<file path="src/design/rgbled_pkg.sv">
package rgbled_pkg;

  localparam int unsigned ColorW = 24;
  localparam int unsigned TickW  = 12;
  localparam int unsigned GapW   = 10;
  localparam int unsigned LevelW = 8;
  localparam int unsigned CfgIdxW  = 3;
  localparam int unsigned CfgDataW = 12;

  // Position of the first (most significant) bit of a pixel on the line.
  localparam logic [4:0] BitPosFirst = 5'd23;

  // Register reset values.
  localparam logic [TickW-1:0]  BitPeriodRst  = 12'd200;
  localparam logic [TickW-1:0]  OneHighRst    = 12'd136;
  localparam logic [TickW-1:0]  ZeroHighRst   = 12'd40;
  localparam logic [GapW-1:0]   ResetGapRst   = 10'd80;
  localparam logic [LevelW-1:0] OnLevelRst    = 8'h0F;

  typedef enum logic [CfgIdxW-1:0] {
    CFG_BIT_PERIOD = 3'd0,
    CFG_ONE_HIGH   = 3'd1,
    CFG_ZERO_HIGH  = 3'd2,
    CFG_RESET_GAP  = 3'd3,
    CFG_ON_LEVEL   = 3'd4
  } cfg_idx_e;

  typedef enum logic [1:0] {
    MODE_RX    = 2'd0,
    MODE_TX    = 2'd1,
    MODE_POWER = 2'd2,
    MODE_TICK  = 2'd3
  } mode_e;

  typedef enum logic [1:0] {
    PWR_BLUE  = 2'd0,
    PWR_RED   = 2'd1,
    PWR_GREEN = 2'd2,
    PWR_NONE  = 2'd3
  } power_e;

endpackage

</file>
<file path="src/design/rgb_led_chain_status_encoder.sv">
// Status encoder for a chain of addressable RGB LEDs on a one-wire line. Each input
// transaction is either a command (set receive, set transmit or set power, selected by
// tuser) that updates the per-pixel green-red-blue colours, or a tick that advances the
// line waveform by one tick. A real colour change, and reset itself, queue a frame,
// which the next tick with the line idle starts: a low reset gap of reset_gap_periods
// bit periods followed by PIXELS*24 data bits, most significant first, each high for
// one_high_ticks or zero_high_ticks. Every input transaction yields exactly one result
// transaction carrying the line level, the busy flag and, on tlast, the end of the
// frame. The block takes one transaction per clock cycle; its result appears in the next cycle
// in the single output register. While that result waits on m_axis_tready no new
// transaction is taken; the next one is taken in the same cycle as the waiting result
// leaves. Configuration writes are always taken and act from the next cycle on.
module rgb_led_chain_status_encoder #(
  parameter int unsigned PIXELS = 8
) (
  input  logic                                clk_i,
  input  logic                                rst_ni,
  input  logic                                s_axis_tvalid,
  output logic                                s_axis_tready,
  // channel [7:0], status [9:8], zero [15:10]
  input  logic [15:0]                         s_axis_tdata,
  // mode [1:0]
  input  logic [1:0]                          s_axis_tuser,
  output logic                                m_axis_tvalid,
  input  logic                                m_axis_tready,
  // line_level [0], busy_res [1], zero [7:2]
  output logic [7:0]                          m_axis_tdata,
  // frame_done
  output logic                                m_axis_tlast,
  input  logic                                cfg_valid_i,
  output logic                                cfg_ready_o,
  input  logic [rgbled_pkg::CfgIdxW-1:0]      cfg_index_i,
  input  logic [rgbled_pkg::CfgDataW-1:0]     cfg_data_i
);

  localparam int unsigned PixW = (PIXELS > 1) ? $clog2(PIXELS) : 1;
  localparam logic [PixW-1:0] PixLast = PixW'(PIXELS - 1);

  // Configuration registers.
  logic [rgbled_pkg::TickW-1:0]  period_q, one_high_q, zero_high_q;
  logic [rgbled_pkg::GapW-1:0]   gap_len_q;
  logic [rgbled_pkg::LevelW-1:0] on_level_q;

  // Pixel colours and line state.
  logic [rgbled_pkg::ColorW-1:0] pixel_q [PIXELS];
  logic                          pending_q, pending_d;
  logic                          sending_q, sending_d;
  logic                          in_gap_q, in_gap_d;
  logic [rgbled_pkg::GapW-1:0]   gap_cnt_q, gap_cnt_d;
  logic [PixW-1:0]               pix_q, pix_d;
  logic [4:0]                    pos_q, pos_d;
  logic [rgbled_pkg::TickW-1:0]  tick_q, tick_d;

  // Output register.
  logic out_valid_q;
  logic level_q, level_d;
  logic busy_q, busy_d;
  logic done_q, done_d;

  logic                          accept;
  rgbled_pkg::mode_e             mode;
  logic [7:0]                    channel;
  logic [1:0]                    status;
  logic [PixW-1:0]               chan_sel;
  logic [rgbled_pkg::LevelW-1:0] comp_val;
  logic                          wr_en;
  logic [PixW-1:0]               wr_idx;
  logic [rgbled_pkg::ColorW-1:0] wr_color;
  logic [rgbled_pkg::ColorW-1:0] old_color;
  logic                          start;
  logic                          snd, gap;
  logic [PixW-1:0]               pix_cur;
  logic [4:0]                    pos_cur;
  logic [rgbled_pkg::TickW-1:0]  tick_cur;
  logic [rgbled_pkg::GapW-1:0]   gap_cnt_cur;
  logic [rgbled_pkg::ColorW-1:0] cur_color;
  logic                          data_bit;
  logic [rgbled_pkg::TickW-1:0]  high_ticks;
  logic [rgbled_pkg::TickW:0]    tick_next;
  logic [rgbled_pkg::GapW:0]     gap_next;

  assign accept        = s_axis_tvalid && s_axis_tready;
  assign s_axis_tready = !out_valid_q || m_axis_tready;
  assign cfg_ready_o   = 1'b1;

  assign mode    = rgbled_pkg::mode_e'(s_axis_tuser);
  assign channel = s_axis_tdata[7:0];
  assign status  = s_axis_tdata[9:8];

  assign chan_sel = ({1'b0, channel} >= 9'(PIXELS)) ? PixLast : channel[PixW-1:0];
  assign comp_val = (status != 2'd0) ? on_level_q : '0;

  // Colour write for command transactions; only a real change queues a frame.
  always_comb begin
    wr_idx   = chan_sel;
    wr_color = pixel_q[chan_sel];
    unique case (mode)
      rgbled_pkg::MODE_RX: begin
        wr_color = {pixel_q[chan_sel][23:8], comp_val};
      end
      rgbled_pkg::MODE_TX: begin
        wr_color = {comp_val, pixel_q[chan_sel][15:0]};
      end
      rgbled_pkg::MODE_POWER: begin
        wr_idx = '0;
        case (rgbled_pkg::power_e'(status))
          rgbled_pkg::PWR_BLUE:  wr_color = {16'd0, on_level_q};
          rgbled_pkg::PWR_RED:   wr_color = {8'd0, on_level_q, 8'd0};
          rgbled_pkg::PWR_GREEN: wr_color = {on_level_q, 16'd0};
          default:               wr_color = pixel_q[0];
        endcase
      end
      default: begin
        wr_color = pixel_q[chan_sel];
      end
    endcase
  end

  assign old_color = pixel_q[wr_idx];
  assign wr_en     = accept && (mode != rgbled_pkg::MODE_TICK) && (wr_color != old_color);

  // A tick with nothing on the line and a frame queued becomes the first gap tick.
  assign start       = (mode == rgbled_pkg::MODE_TICK) && !sending_q && pending_q;
  assign snd         = sending_q || start;
  assign gap         = start ? 1'b1 : in_gap_q;
  assign pix_cur     = start ? '0 : pix_q;
  assign pos_cur     = start ? rgbled_pkg::BitPosFirst : pos_q;
  assign tick_cur    = start ? '0 : tick_q;
  assign gap_cnt_cur = start ? '0 : gap_cnt_q;

  // Data bits are taken live, including a colour written by this very transaction.
  assign cur_color  = (wr_en && (wr_idx == pix_cur)) ? wr_color : pixel_q[pix_cur];
  assign data_bit   = cur_color[pos_cur];
  assign high_ticks = data_bit ? one_high_q : zero_high_q;
  assign tick_next  = {1'b0, tick_cur} + 13'd1;
  assign gap_next   = {1'b0, gap_cnt_cur} + 11'd1;

  always_comb begin
    pending_d = pending_q;
    sending_d = sending_q;
    in_gap_d  = in_gap_q;
    gap_cnt_d = gap_cnt_q;
    pix_d     = pix_q;
    pos_d     = pos_q;
    tick_d    = tick_q;
    level_d   = snd && !gap && (tick_cur < high_ticks);
    busy_d    = snd;
    done_d    = 1'b0;
    if (mode != rgbled_pkg::MODE_TICK) begin
      level_d = sending_q && !in_gap_q && (tick_q < high_ticks);
      busy_d  = sending_q;
      if (wr_en) begin
        pending_d = 1'b1;
      end
    end else if (snd) begin
      if (start) begin
        pending_d = 1'b0;
      end
      sending_d = 1'b1;
      in_gap_d  = gap;
      gap_cnt_d = gap_cnt_cur;
      pix_d     = pix_cur;
      pos_d     = pos_cur;
      tick_d    = tick_next[rgbled_pkg::TickW-1:0];
      // A period of zero ticks ends after one tick, as does a wrapped counter.
      if (tick_next >= {1'b0, period_q}) begin
        tick_d = '0;
        if (gap) begin
          gap_cnt_d = gap_next[rgbled_pkg::GapW-1:0];
          if (gap_next >= {1'b0, gap_len_q}) begin
            in_gap_d  = 1'b0;
            gap_cnt_d = '0;
            pix_d     = '0;
            pos_d     = rgbled_pkg::BitPosFirst;
          end
        end else if (pos_cur == 5'd0) begin
          pos_d = rgbled_pkg::BitPosFirst;
          if (pix_cur == PixLast) begin
            sending_d = 1'b0;
            pix_d     = '0;
            done_d    = 1'b1;
          end else begin
            pix_d = pix_cur + PixW'(1);
          end
        end else begin
          pos_d = pos_cur - 5'd1;
        end
      end
    end
  end

  always_ff @(posedge clk_i or negedge rst_ni) begin
    if (!rst_ni) begin
      period_q    <= rgbled_pkg::BitPeriodRst;
      one_high_q  <= rgbled_pkg::OneHighRst;
      zero_high_q <= rgbled_pkg::ZeroHighRst;
      gap_len_q   <= rgbled_pkg::ResetGapRst;
      on_level_q  <= rgbled_pkg::OnLevelRst;
    end else if (cfg_valid_i && cfg_ready_o) begin
      case (rgbled_pkg::cfg_idx_e'(cfg_index_i))
        rgbled_pkg::CFG_BIT_PERIOD: period_q    <= cfg_data_i;
        rgbled_pkg::CFG_ONE_HIGH:   one_high_q  <= cfg_data_i;
        rgbled_pkg::CFG_ZERO_HIGH:  zero_high_q <= cfg_data_i;
        rgbled_pkg::CFG_RESET_GAP:  gap_len_q   <= cfg_data_i[rgbled_pkg::GapW-1:0];
        rgbled_pkg::CFG_ON_LEVEL:   on_level_q  <= cfg_data_i[rgbled_pkg::LevelW-1:0];
        default: ;
      endcase
    end
  end

  always_ff @(posedge clk_i or negedge rst_ni) begin
    if (!rst_ni) begin
      for (int i = 0; i < PIXELS; i++) begin
        pixel_q[i] <= '0;
      end
    end else if (wr_en) begin
      pixel_q[wr_idx] <= wr_color;
    end
  end

  always_ff @(posedge clk_i or negedge rst_ni) begin
    if (!rst_ni) begin
      pending_q <= 1'b1;
      sending_q <= 1'b0;
      in_gap_q  <= 1'b0;
      gap_cnt_q <= '0;
      pix_q     <= '0;
      pos_q     <= rgbled_pkg::BitPosFirst;
      tick_q    <= '0;
    end else if (accept) begin
      pending_q <= pending_d;
      sending_q <= sending_d;
      in_gap_q  <= in_gap_d;
      gap_cnt_q <= gap_cnt_d;
      pix_q     <= pix_d;
      pos_q     <= pos_d;
      tick_q    <= tick_d;
    end
  end

  always_ff @(posedge clk_i or negedge rst_ni) begin
    if (!rst_ni) begin
      out_valid_q <= 1'b0;
    end else if (s_axis_tready) begin
      out_valid_q <= s_axis_tvalid;
    end
  end

  always_ff @(posedge clk_i) begin
    if (accept) begin
      level_q <= level_d;
      busy_q  <= busy_d;
      done_q  <= done_d;
    end
  end

  assign m_axis_tvalid = out_valid_q;
  assign m_axis_tdata  = {6'd0, busy_q, level_q};
  assign m_axis_tlast  = done_q;

  // The gap only exists inside a frame.
  a_gap_in_frame: assert property (@(posedge clk_i) disable iff (!rst_ni)
    in_gap_q |-> sending_q)
    else $error("gap flag set outside a frame");

  // Between frames the bit counters sit at the start of pixel 0.
  a_idle_counters: assert property (@(posedge clk_i) disable iff (!rst_ni)
    !sending_q |-> (pix_q == '0) && (pos_q == rgbled_pkg::BitPosFirst) && (tick_q == '0)
                   && (gap_cnt_q == '0))
    else $error("bit counters not cleared between frames");

  // The bit position never leaves the 24 bits of a pixel.
  a_pos_range: assert property (@(posedge clk_i) disable iff (!rst_ni)
    pos_q <= rgbled_pkg::BitPosFirst)
    else $error("bit position out of range");

  // The transaction that ends a frame was sent while busy, and leaves the line idle.
  a_done_busy: assert property (@(posedge clk_i) disable iff (!rst_ni)
    (m_axis_tvalid && m_axis_tlast) |-> busy_q && !sending_q)
    else $error("frame end reported outside a frame");

  // A frame can only start from a queued one.
  a_start_from_pending: assert property (@(posedge clk_i) disable iff (!rst_ni)
    (accept && !sending_q && sending_d) |-> pending_q)
    else $error("frame started without a queued frame");

endmodule

</file>
<file path="config.mk">
export PLATFORM = sky130hd
export DESIGN_NAME = rgb_led_chain_status_encoder
export DESIGN_NICKNAME = d
export VERILOG_FILES = /design/src/design/rgbled_pkg.sv /design/src/design/rgb_led_chain_status_encoder.sv
export SDC_FILE = /design/constraint.sdc
export NUM_CORES = 1
export LEC_CHECK = 0
export BUFFER_PORTS_ARGS = -buffer_cell sky130_fd_sc_hd__buf_2
export CORE_MARGIN = 4
export CORE_UTILIZATION = 45
export CTS_BUF_LIST = sky130_fd_sc_hd__clkbuf_8
export CTS_CLUSTER_SIZE = 24
export DETAILED_ROUTE_END_ITERATION = 10
export GPL_TIMING_DRIVEN = 1
export PLACE_DENSITY_LB_ADDON = 0.25
export SLEW_MARGIN = 0
export SYNTH_ARGS = -nofsm -noshare
export SYNTH_HDL_FRONTEND = slang
export SYNTH_SLANG_ARGS = --single-unit
export TNS_END_PERCENT = 50
</file>
<file path="constraint.sdc">
create_clock -name clk_i -period 5.8 [get_ports clk_i]
set_clock_uncertainty 0.2 [all_clocks]
set_input_delay 1.45 -clock clk_i [delete_from_list [all_inputs] [get_ports clk_i]]
set_output_delay 1.45 -clock clk_i [all_outputs]
set_load 0.005 [all_outputs]
</file>
==> impl_results.md, run 1 <==
* Post-synth top area cell: dfrtp_1
* Largest net degree at the start of global routing at between 100 and 150
* Die ar. at ~43000 um^2
* Synth cell types at between 90 and 100
* Worst Min Path Start: pixel_q[80]
* Sequential Area at approximately 7000 um^2
* Global routing usage on met3 at 0.0651
* Hold path depth at 0
* Clk sinks at roughly 280
* Critical path's slowest cell: or4_4
* Antenna violations before repair at 0
* Vias in the first global route at about 16000
* R2R Setup Slk at ~0.3 ns
* Reg-to-reg critical path startpoint: on_level_q[3]
* Seq pwr share at 0.402
* Area growth, synth to finish at 26.8%
* Post-Place Worst Slack at -1.64 ns
* Top Family by Delay on Critical Path: simple AND/OR/NAND/NOR gates
* Row count at 72
* Worst reg2reg path depth at 24
* Peak supply drop at 0.000213 V
* Slew headroom at 0.422
* I/O Pins at 50
* Fmax at ~150 MHz
* M1 GR Usage at 0.451
* Post-synth top flop: dfrtp_1
* Leakage power at 10.2 nW
* GR Layer Usage met2 at 0.481
* Top Usage Layer GRT: met2
* Combinational power share at 0.287
* CTS root buf: clkbuf_8
* Avg WL per Cell at 25.2 um
* R2r endpoint: level_q
* RSZ-0062 raised after global routing: yes
* CTS Hold Bufs at 0
* Hold slack final at between 0.15 and 0.2 ns
* Gr ovfl total at 0
* Final WS setup at -0.930 ns
* Status: finished with violations
* Tcrit/Tclk final at 1.16
* Total GRT Usage at 0.317
* CTS tree: done
* Vias post-DR at approximately 17000
* Final ANT Viol Nets at 0
* First-pass GRT wire length at ~100000 um
* Cell count after synthesis at 1870
* Fill count at about 3400
* WHS Endpoint: pixel_q[80]
* Final WL at between 60000 and 70000 um
* Clock Path Buffers at 3
* Maximum fanout along the worst path at 8
* Net Switching at 0.00207 W
* Sequential fraction of the synthesis area at 0.400
* Main area contributors after synthesis: dfrtp_1, mux2_2, mux4_2, nand2_1, mux2i_1
* Die W at slightly above 200 um
* Worst skew pair latency at 0.66 ns
* FF+latch count, synth at 283
* Slew Limit Fails at 0
* Layout cell share with drive strength beyond 1 at 0.362
* Number of synthesized flops with an enable pin at 3
* DRC at 0
* Switching part of the total at 0.338
* Pwr dens at 272 nW/um^2
* Clock Power Share at 0.311
* Core ar. at 38900 um^2
* Arrival @ worst endpoint at between 7 and 8 ns
* Placed cells at between 2000 and 3000
* Actual slew at the worst max-slew pin at 0.864 ns
* Setup-failing EPs final at 1
* Clk slew on worst S/H paths at 0.06 ns
* Starting DRT DRC Count at 1864
* Vias per inst at 6.20
* Setup crit end kind: flip-flop
* Crit path top cell by count: buf_4
* Final net count at approximately 2200
* H-tree levels at 2
* Tmin final at about 6.7 ns
* PortBufs at 36
* Starting Density at 0.458
* Chip height at ~210 um
* CP startpoint kind: input pin
* Synth Cell Area at 17800 um^2
* Levels on crit path at 30
* Final hold vios at 0
* FFs w/ async S/R, synth at 0.989
* Drt first pass iters at 5
* Design Power at just over 0.006 W
* Internal power at between 0.004 and 0.005 W
* WP data required at 6.08 ns
* Crit-path max cell delay at around 0.59 ns
* Hold WC Path Type: reg -> reg
* Post-DP HPWL at between 50000 and 60000 um
* Maxcap violations at 0
* Area of the multi-input gates at between 10000 and 15000 um^2
* Setup TNS at -0.930 ns
* Cts bufs inserted at 50
* CP bufs+invs at 10
* Syn_area_per_cell at 9.53 um^2
* Yosys warnings at 0
* Crit Path Category: in -> reg
* Placer Congestion at approximately 1.1
* Synth top area share at 0.368
* Post-route insts no fill at between 2000 and 3000
* Failing checks: negative setup slack
[synthesized netlist by cell type, types with 7 or more instances]
cell type	number
dfrtp_1	262
nand2_1	173
clkbuf_1	151
nor2_1	131
o21ai_0	120
mux2_2	117
a21oi_1	111
nand3_1	68
mux2i_1	61
ha_1	45
mux4_2	43
inv_1	39
nor3_1	33
a211oi_1	28
and3_1	28
a21o_1	22
a31oi_1	20
nand2b_1	20
a22o_1	19
and2_1	19
buf_2	18
dfstp_2	18
xnor2_1	17
nand4_1	16
o22ai_1	16
buf_1	14
xor2_1	14
nor2b_1	13
o211ai_1	13
o32ai_1	13
a22oi_1	12
or2_2	12
or3_1	11
buf_4	10
nor4_1	9
o31ai_1	9
nor3b_1	8
a221oi_1	7
[power by group through the flow]
| stage | Sequential, W | Combinational (W) | Clock, W |
|---|---|---|---|
| 5_1_grt | 0.00248 | 0.00190 | 0.00204 |
| 4_1_cts | 0.00245 | 0.00166 | 0.00196 |
| 2_1_floorplan | 0.00235 | 0.00102 | 0 |
| 3_5_place_dp | 0.00248 | 0.00163 | 0 |
| 3_3_place_gp | 0.00248 | 0.00159 | 0 |
| 6_report | 0.00247 | 0.00176 | 0.00191 |
[logic make-up (layout without fill, tap and decap cells)]
| logic type | after synthesis | in the layout | synth area share |
|---|---|---|---|
| AOI/OAI and AO/OA | 482 | 482 | 0.180 |
| muxes | 222 | 222 | 0.163 |
| adders and majority gates | 45 | 45 | 0.0316 |
| other | 2 | 8 | 0.000422 |
| xor gates and xnor gates | 31 | 31 | 0.0152 |
| DFF | 283 | 283 | 0.400 |
| buffers and inverters | 235 | 526 | 0.0537 |
| and+or+nand+nor | 570 | 571 | 0.156 |
[worst max path at each step]
| stage | slack [ns] | start | end |
|---|---|---|---|
| 2_1_floorplan | -0.78 | s_axis_tdata[5] | level_q |
| 3_5_place_dp | -1.64 | s_axis_tdata[5] | level_q |
| 3_3_place_gp | -1.46 | s_axis_tdata[5] | level_q |
| 6_report | -0.93 | s_axis_tdata[7] | level_q |
| 5_1_grt | -1.09 | s_axis_tdata[7] | level_q |
| 4_1_cts | -0.84 | s_axis_tdata[5] | level_q |
[final cells by class]
| class | count | area share |
|---|---|---|
| diodes | 1 | 0.000111 |
| repair buffers | 396 | 0.143 |
| inverters | 40 | 0.00665 |
| clock inverters | 25 | 0.00615 |
| clock buffers | 65 | 0.0396 |
| well taps | 518 | 0.0287 |
| flip-flops and latches | 283 | 0.315 |
| multi-input cells | 1358 | 0.460 |
[state kept, by name, summed over array words and instances (netlist names)]
name           count
one_high_q        12
period_q          12
gap_len_q         10
zero_high_q       12
level_q            1
pix_q              3
gap_cnt_q         10
pixel_q          192
tick_q            12
pending_q          1
m_axis_tlast       1
m_axis_tvalid      1
sending_q          1
on_level_q         8
pos_q              5
busy_q             1
in_gap_q           1
[repair_timing]
item / CTS / global route
buffers inserted: 5 / 10
gates cloned: 2 / 0
gates resized for setup: 23 / 65
endpoints found under the setup margin: 1 / 1
pin swaps: 8 / 34
[per-layer routing]
layer / wire length, um / share of wire / vias up
met1: 28600 / 0.42 / 8176
li1: - / - / 7378
met5: 0 / 0 / -
met4: 2800 / 0.041 / 0
met3: 6410 / 0.095 / 194
met2: 30000 / 0.44 / 900
[through the flow]
stage / utilization / area, um^2
detailed placement: 0.539 / 21000
global placement: 0.539 / 21000
finish: 0.580 / 22600
global route: 0.580 / 22600
CTS: 0.570 / 22200
floorplan: - / 18100
[cells in the final DEF, fill, tap and decap left out, types with 9 or more instances in the layout]
master / n
and2_1: 18
or2_2: 11
nand4_1: 16
nand2b_1: 20
xnor2_1: 15
a211oi_1: 17
dfstp_2: 18
clkbuf_8: 65
mux2i_1: 57
nor3_1: 22
a31oi_1: 18
a21oi_1: 104
nor2_1: 125
dfrtp_1: 261
inv_1: 49
o21ai_0: 111
clkinv_2: 10
mux2_2: 117
or3_1: 10
a21o_1: 22
a211oi_2: 9
o22ai_1: 15
buf_4: 330
ha_1: 45
and3_1: 26
xor2_1: 12
a22oi_1: 11
o21ai_1: 10
nand2_1: 169
nand3_1: 64
o211ai_1: 13
buf_2: 35
nor2b_1: 11
buf_12: 25
a22o_1: 19
mux4_2: 43
(Power assumes the default switching activity.)
==> run 2: changes to the inputs <==
Settings changed: ABC_AREA set to 1, CORE_ASPECT_RATIO set to 0.7.
==> run 2 against run 1 <==
The flow now finishes without violations. Combinational power rose to 2.7 times the previous value. Non-clock buffer count down 79. Sequential share of layout area down 0.35 points. Synthesized cell count up 49%. Hold slack worse by 0.019 ns. Largest cell class unchanged. Largest power group is now combinational logic.
==> impl_results.md, run 2 <==
* Tmin final at between 5 and 6 ns
* Arrival @ worst endpoint at between 5 and 6 ns
* Row count at 62
* Vias post-DR at ~20000
* Crit-path max cell delay at about 0.41 ns
* Drt first pass iters at 6
* Fmax at about 180 MHz
* Gr ovfl total at 0
* Synth cell types at 57
* Critical path's slowest cell: inv_2
* Final core utilization at 0.553
* Slew headroom at 0.143
* Met2 routed WL at about 27000 um
* Hold WC Path Type: reg -> reg
* Yosys warnings at 0
* CTS root buf: clkbuf_8
* Vias per inst at 5.68
* Final hold vios at 0
* Synth Cell Area at 18900 um^2
* Antenna diode count at 0
* Peak supply drop at just under 0.0002 V
* Cts bufs inserted at a little under 50
* Maxcap violations at 0
* Worst skew pair latency at about 0.64 ns
* Top Family by Delay on Critical Path: simple AND/OR/NAND/NOR gates
* Clock Path Buffers at 3
* Final WL at between 60000 and 70000 um
* CP startpoint kind: input pin
* Switching part of the total at 0.437
* Top-count cell post-synth: nand2_1
* Placer Congestion at ~0.94
* Core ar. at about 41000 um^2
* Sequential fraction of the synthesis area at 0.376
* Setup crit end kind: flip-flop
* Commonest cells post-synth: nand2_1, o21ai_0, inv_1
* Pwr dens at between 400 and 500 nW/um^2
* Status: completed
* Clk slew on worst S/H paths at around 0.070 ns
* CP bufs+invs at 8
* Post-DP HPWL at between 50000 and 60000 um
* WL met1 at 31500 um
* Tcrit/Tclk final at 0.983
* DRC at 0
* Internal power at roughly 0.0053 W
* Post-synth top flop: dfrtp_1
* Slew Limit Fails at 0
* Setup-failing EPs final at 0
* Commonest cells after routing, fill and taps aside: nand2_1, o21ai_0, inv_1, dfrtp_1, nand3_1
* WP data required at 5.96 ns
* Actual slew at the worst max-slew pin at around 1.3 ns
* Design Power at around 0.0094 W
* I/O Pins at 50
* Seq pwr share at 0.264
* Total GRT Usage at 0.299
* Most common cell after layout, fill and taps aside: nand2_1
* Combinational power share at 0.510
* Maximum fanout along the worst path at 16
* Number of synthesized flops with an enable pin at 3
* Max FFs per register at approximately 190
* Clk sinks at 283
* FFs w/ async S/R, synth at 0.989
* Top reg by flops: pixel_q
* Leakage power at about 11 nW
* RSZ-0062 raised after global routing: yes
* Avg WL per Cell at 19.7 um
* H-tree levels at 2
* Fill count at between 3000 and 4000
* Antenna violations before repair at 0
* Starting DRT DRC Count at around 2300
* Synth top area share at 0.346
* Crit Path Category: in -> reg
* Net Switching at 0.00411 W
* Main area contributors after synthesis: dfrtp_1, nand2_1, o21ai_0, nand3_1, inv_1
* Clock Power Share at 0.226
* Largest net degree at the start of global routing at 102
* First-pass GRT wire length at between 100000 and 150000 um
* Crit path top cell by count: nand2_1
* FF+latch count, synth at 283
* Chip height at 180 um
* WL met3 at 8830 um
* Area growth, synth to finish at 20.6%
* PortBufs at 36
* Final net count at approximately 3000
* CTS tree: done
* Post-synth top area cell: dfrtp_1
* R2R Setup Slk at ~1.1 ns
* Vias in the first global route at approximately 19000
* Starting Density at 0.459
* Top layer in use: met4
* Die W at 253 um
* Layout cell share with drive strength beyond 1 at 0.169
* Die ar. at 45500 um^2
* Cell count after synthesis at 2785
* Final ANT Viol Nets at 0
* Syn_area_per_cell at 6.80 um^2
-- run 2: cell count changes after synthesis, moves of 26 or more --
cell | previous run | this run
nand2_1 | 173 | 873
inv_1 | 39 | 286
nand3_1 | 68 | 266
o21ai_0 | 120 | 315
mux2_2 | 117 | 0
mux2i_1 | 61 | 9
a21oi_1 | 111 | 66
mux4_2 | 43 | 0
a221oi_1 | 7 | 44
and3_1 | 28 | 0
nand4_1 | 16 | 42
-- run 2: power by group through the flow --
stage               sequential [W]  clock, W  combinational [W]
global placement           0.00249         0            0.00437
detailed placement         0.00250         0            0.00445
floorplan                  0.00244         0            0.00265
CTS                        0.00247   0.00218            0.00450
global route               0.00251   0.00228            0.00528
finish                     0.00248   0.00213            0.00481
-- run 2: through the flow --
stage | worst slack (ns) | area [um^2] | cells | setup TNS, ns | hold WS [ns]
5_1_grt | -0.124 | 22800 | 3527 | -0.124 | 0.196
3_5_place_dp | -0.795 | 21300 | 3424 | -2.12 | 0.166
3_3_place_gp | -0.692 | 21300 | 3424 | -1.51 | 0.169
6_report | 0.101 | 22800 | 3527 | 0 | 0.178
2_1_floorplan | 0.0334 | 19000 | 2790 | 0 | 0.229
4_1_cts | 0.0427 | 22500 | 3516 | 0 | 0.183
-- run 2: logic make-up after synthesis --
kind of cell               share of synthesized area
DFF                                            0.376
muxes                                        0.00476
xor gates and xnor gates                     0.00647
AOI/OAI and AO/OA                              0.164
buffers and inverters                          0.111
other                                       0.000397
adders and majority gates                     0.0297
and+or+nand+nor                                0.308
-- run 2: final timing paths --
kind / start / cells past startpoint / to
setup / recovery: s_axis_tuser[0] / 35 / level_q
hold / removal: pixel_q[8] / 0 / pixel_q[8]
setup reg to reg: pix_q[0] / 22 / level_q
hold reg to reg: pixel_q[8] / 0 / pixel_q[8]
max in group asynchronous: rst_ni / 2 / gap_len_q[5]
min in group asynchronous: rst_ni / 1 / pixel_q[57]
-- run 2: final cells by class --
cell class	instances	area, um^2	share of cell area
timing repair buffer	317	2790	0.122
sequential	283	7120	0.312
multi-input combinational	1988	9970	0.437
clock inverter	31	300	0.0131
inverter	303	1140	0.0500
clock buffer	61	840	0.0368
tap	544	681	0.0298
-- run 2: metal layers --
layer  track usage  vias up
li1              -     9444
met1         0.453     9408
met2         0.408     1059
met5             0        -
met4        0.0767        0
met3         0.100      127
-- run 2: what timing repair did --
item / 4_1_cts / 5_1_grt
gates resized for setup: 3 / 65
hold buffers: 0 / 0
cloned: 0 / 1
pin swaps: 0 / 8
setup buffers: 0 / 10
setup endpoints to repair: 1 / 2
==> run 3: changes to the inputs <==
Settings changed: PLACE_DENSITY_LB_ADDON 0.25 to 0.15.
==> run 3 against run 2 <==
The run now ends with negative setup slack left. Combinational power increased by 7.9%. Wire length up 4.8%. Die area is the same. Register-to-register slack got worse by 0.11 ns. Critical path type unchanged.
==> impl_results.md, run 3 (synthesis results as in run 2) <==
* Status: finished with violations
* Failing checks: negative setup slack
* Layout cell share with drive strength beyond 1 at 0.191
* Top Family by Delay on Critical Path: simple AND/OR/NAND/NOR gates
* Chip height at around 180 um
* Antenna violations before repair at 2
* Core ar. at roughly 41000 um^2
* Clock Path Buffers at 3
* Top reg by flops: pixel_q
* Critical path's slowest cell: ha_1
* Final WS setup at -0.0863 ns
* Tcrit/Tclk final at 1.01
* Clk sinks at 283
* Crit Path Category: in -> reg
* Cts bufs inserted at 49
* Placer Congestion at 0.965
* Maximum fanout along the worst path at 12
* Slew headroom at 0.199
* RSZ-0062 raised after global routing: yes
* Peak supply drop at ~0.00027 V
* CP startpoint kind: input pin
* Fmax at around 170 MHz
* Drt first pass iters at 6
* Gr ovfl total at 0
* Worst skew pair latency at 0.63 ns
* Design Power at 0.00995 W
* Starting DRT DRC Count at approximately 2500
* Avg WL per Cell at between 20 and 25 um
* Vias per inst at roughly 5.7
* Worst reg2reg path depth at 26
* Final WL at between 70000 and 80000 um
* Crit path top cell by count: nand2_1
* Die ar. at about 45000 um^2
* Starting Density at 0.459
* R2r endpoint: level_q
* Setup crit end kind: flip-flop
* Clk slew on worst S/H paths at 0.06 ns
* First-pass GRT wire length at roughly 110000 um
* Final core utilization at 0.571
* R2R Setup Slk at approximately 0.97 ns
* Reg-to-reg critical path startpoint: pending_q
* Leakage power at between 10 and 15 nW
* Area growth, synth to finish at 24.4%
* Pwr dens at about 420 nW/um^2
* WP data required at just over 6 ns
* Hold WC Path Type: reg -> reg
* Post-DP HPWL at about 50000 um
* Antenna diode count at 0
* H-tree levels at 2
* Max FFs per register at between 150 and 200
* Die W at between 200 and 300 um
* Post-route insts no fill at between 3000 and 4000
* Hold path depth at 0
* DRC at 0
* Worst Min Path Start: pixel_q[153]
* Placed cells at 3437
* Vias in the first global route at roughly 19000
* Commonest cells after routing, fill and taps aside: nand2_1, o21ai_0, inv_1, dfrtp_1, buf_4
* Final hold vios at 0
* Final ANT Viol Nets at 0
* Fill count at 3944
* Setup-failing EPs final at 1
* Actual slew at the worst max-slew pin at about 1.2 ns
* Crit-path max cell delay at 0.28 ns
* Vias post-DR at between 20000 and 25000
* WHS Endpoint: pixel_q[153]
* Post-Place Worst Slack at -0.908 ns
* I/O Pins at 50
* CTS tree: done
* Total GRT Usage at 0.302
* CP bufs+invs at 7
* Slew Limit Fails at 0
* Arrival @ worst endpoint at 6.15 ns
* Final net count at just over 3000
* Most common cell after layout, fill and taps aside: nand2_1
* Tmin final at slightly below 6 ns
* CTS root buf: clkbuf_8
* PortBufs at 36
* Largest net degree at the start of global routing at 106
* Row count at 62
* Maxcap violations at 0
==> run 3: cell types whose count changed in the layout (fill, tap and decap cells not counted), moves of 8 or more <==
cell,before,now
buf_4,237,256
nand3_1,253,239
nand3_2,13,27
clkbuf_16,1,9
nand2_1,865,857
==> run 3: stage by stage <==
stage | area [um^2] | hold WS, ns | setup TNS [ns]
finish | 23600 | 0.175 | -0.0863
floorplan | 19000 | 0.229 | 0
global route | 23600 | 0.200 | -0.250
global placement | 21400 | 0.168 | -6.14
CTS | 22700 | 0.181 | 0
detailed placement | 21400 | 0.167 | -6.28
==> run 3: final cells by class <==
cell class	instances	area [um^2]	share of cell area
Multi-Input combinational cell	1988	10200	0.432
Clock buffer	64	881	0.0374
Clock inverter	25	330	0.0140
Inverter	303	1140	0.0485
Sequential cell	283	7120	0.302
Timing Repair Buffer	349	3220	0.137
Tap cell	544	681	0.0289
==> run 3: worst max path at each step <==
stage                     from       end  slack (ns)  cells after the start
2_1_floorplan  s_axis_tuser[0]  pix_q[2]        0.03                     28
3_3_place_gp   s_axis_tdata[7]   level_q       -0.77                     33
6_report       s_axis_tdata[4]   level_q       -0.09                     36
4_1_cts        s_axis_tdata[7]   level_q       0.004                     34
3_5_place_dp   s_axis_tdata[7]   level_q       -0.91                     35
5_1_grt        s_axis_tdata[4]   level_q       -0.25                     35
==> run 3: metal layers <==
layer  global-route usage  vias up  wire length, um
li1                     -     9507                -
met1                0.480     9509            33500
met2                0.414     1118            28500
met3               0.0640      164             8770
met4               0.0725        0             1900
met5                    0        -                0
==> run 3: power breakdown <==
| part | switching [W] | internal [W] |
|---|---|---|
| Clock | 0.000924 | 0.00135 |
| Sequential | 0.000209 | 0.00228 |
| Combinational | 0.00313 | 0.00206 |
==> run 3: what timing repair did <==
| item | CTS | global route |
|---|---|---|
| hold buffers | 0 | 0 |
| gates cloned | 0 | 9 |
| gates resized for setup | 9 | 104 |
| setup endpoints to repair | 1 | 2 |
| pin swaps | 1 | 34 |
| buffers inserted | 0 | 21 |
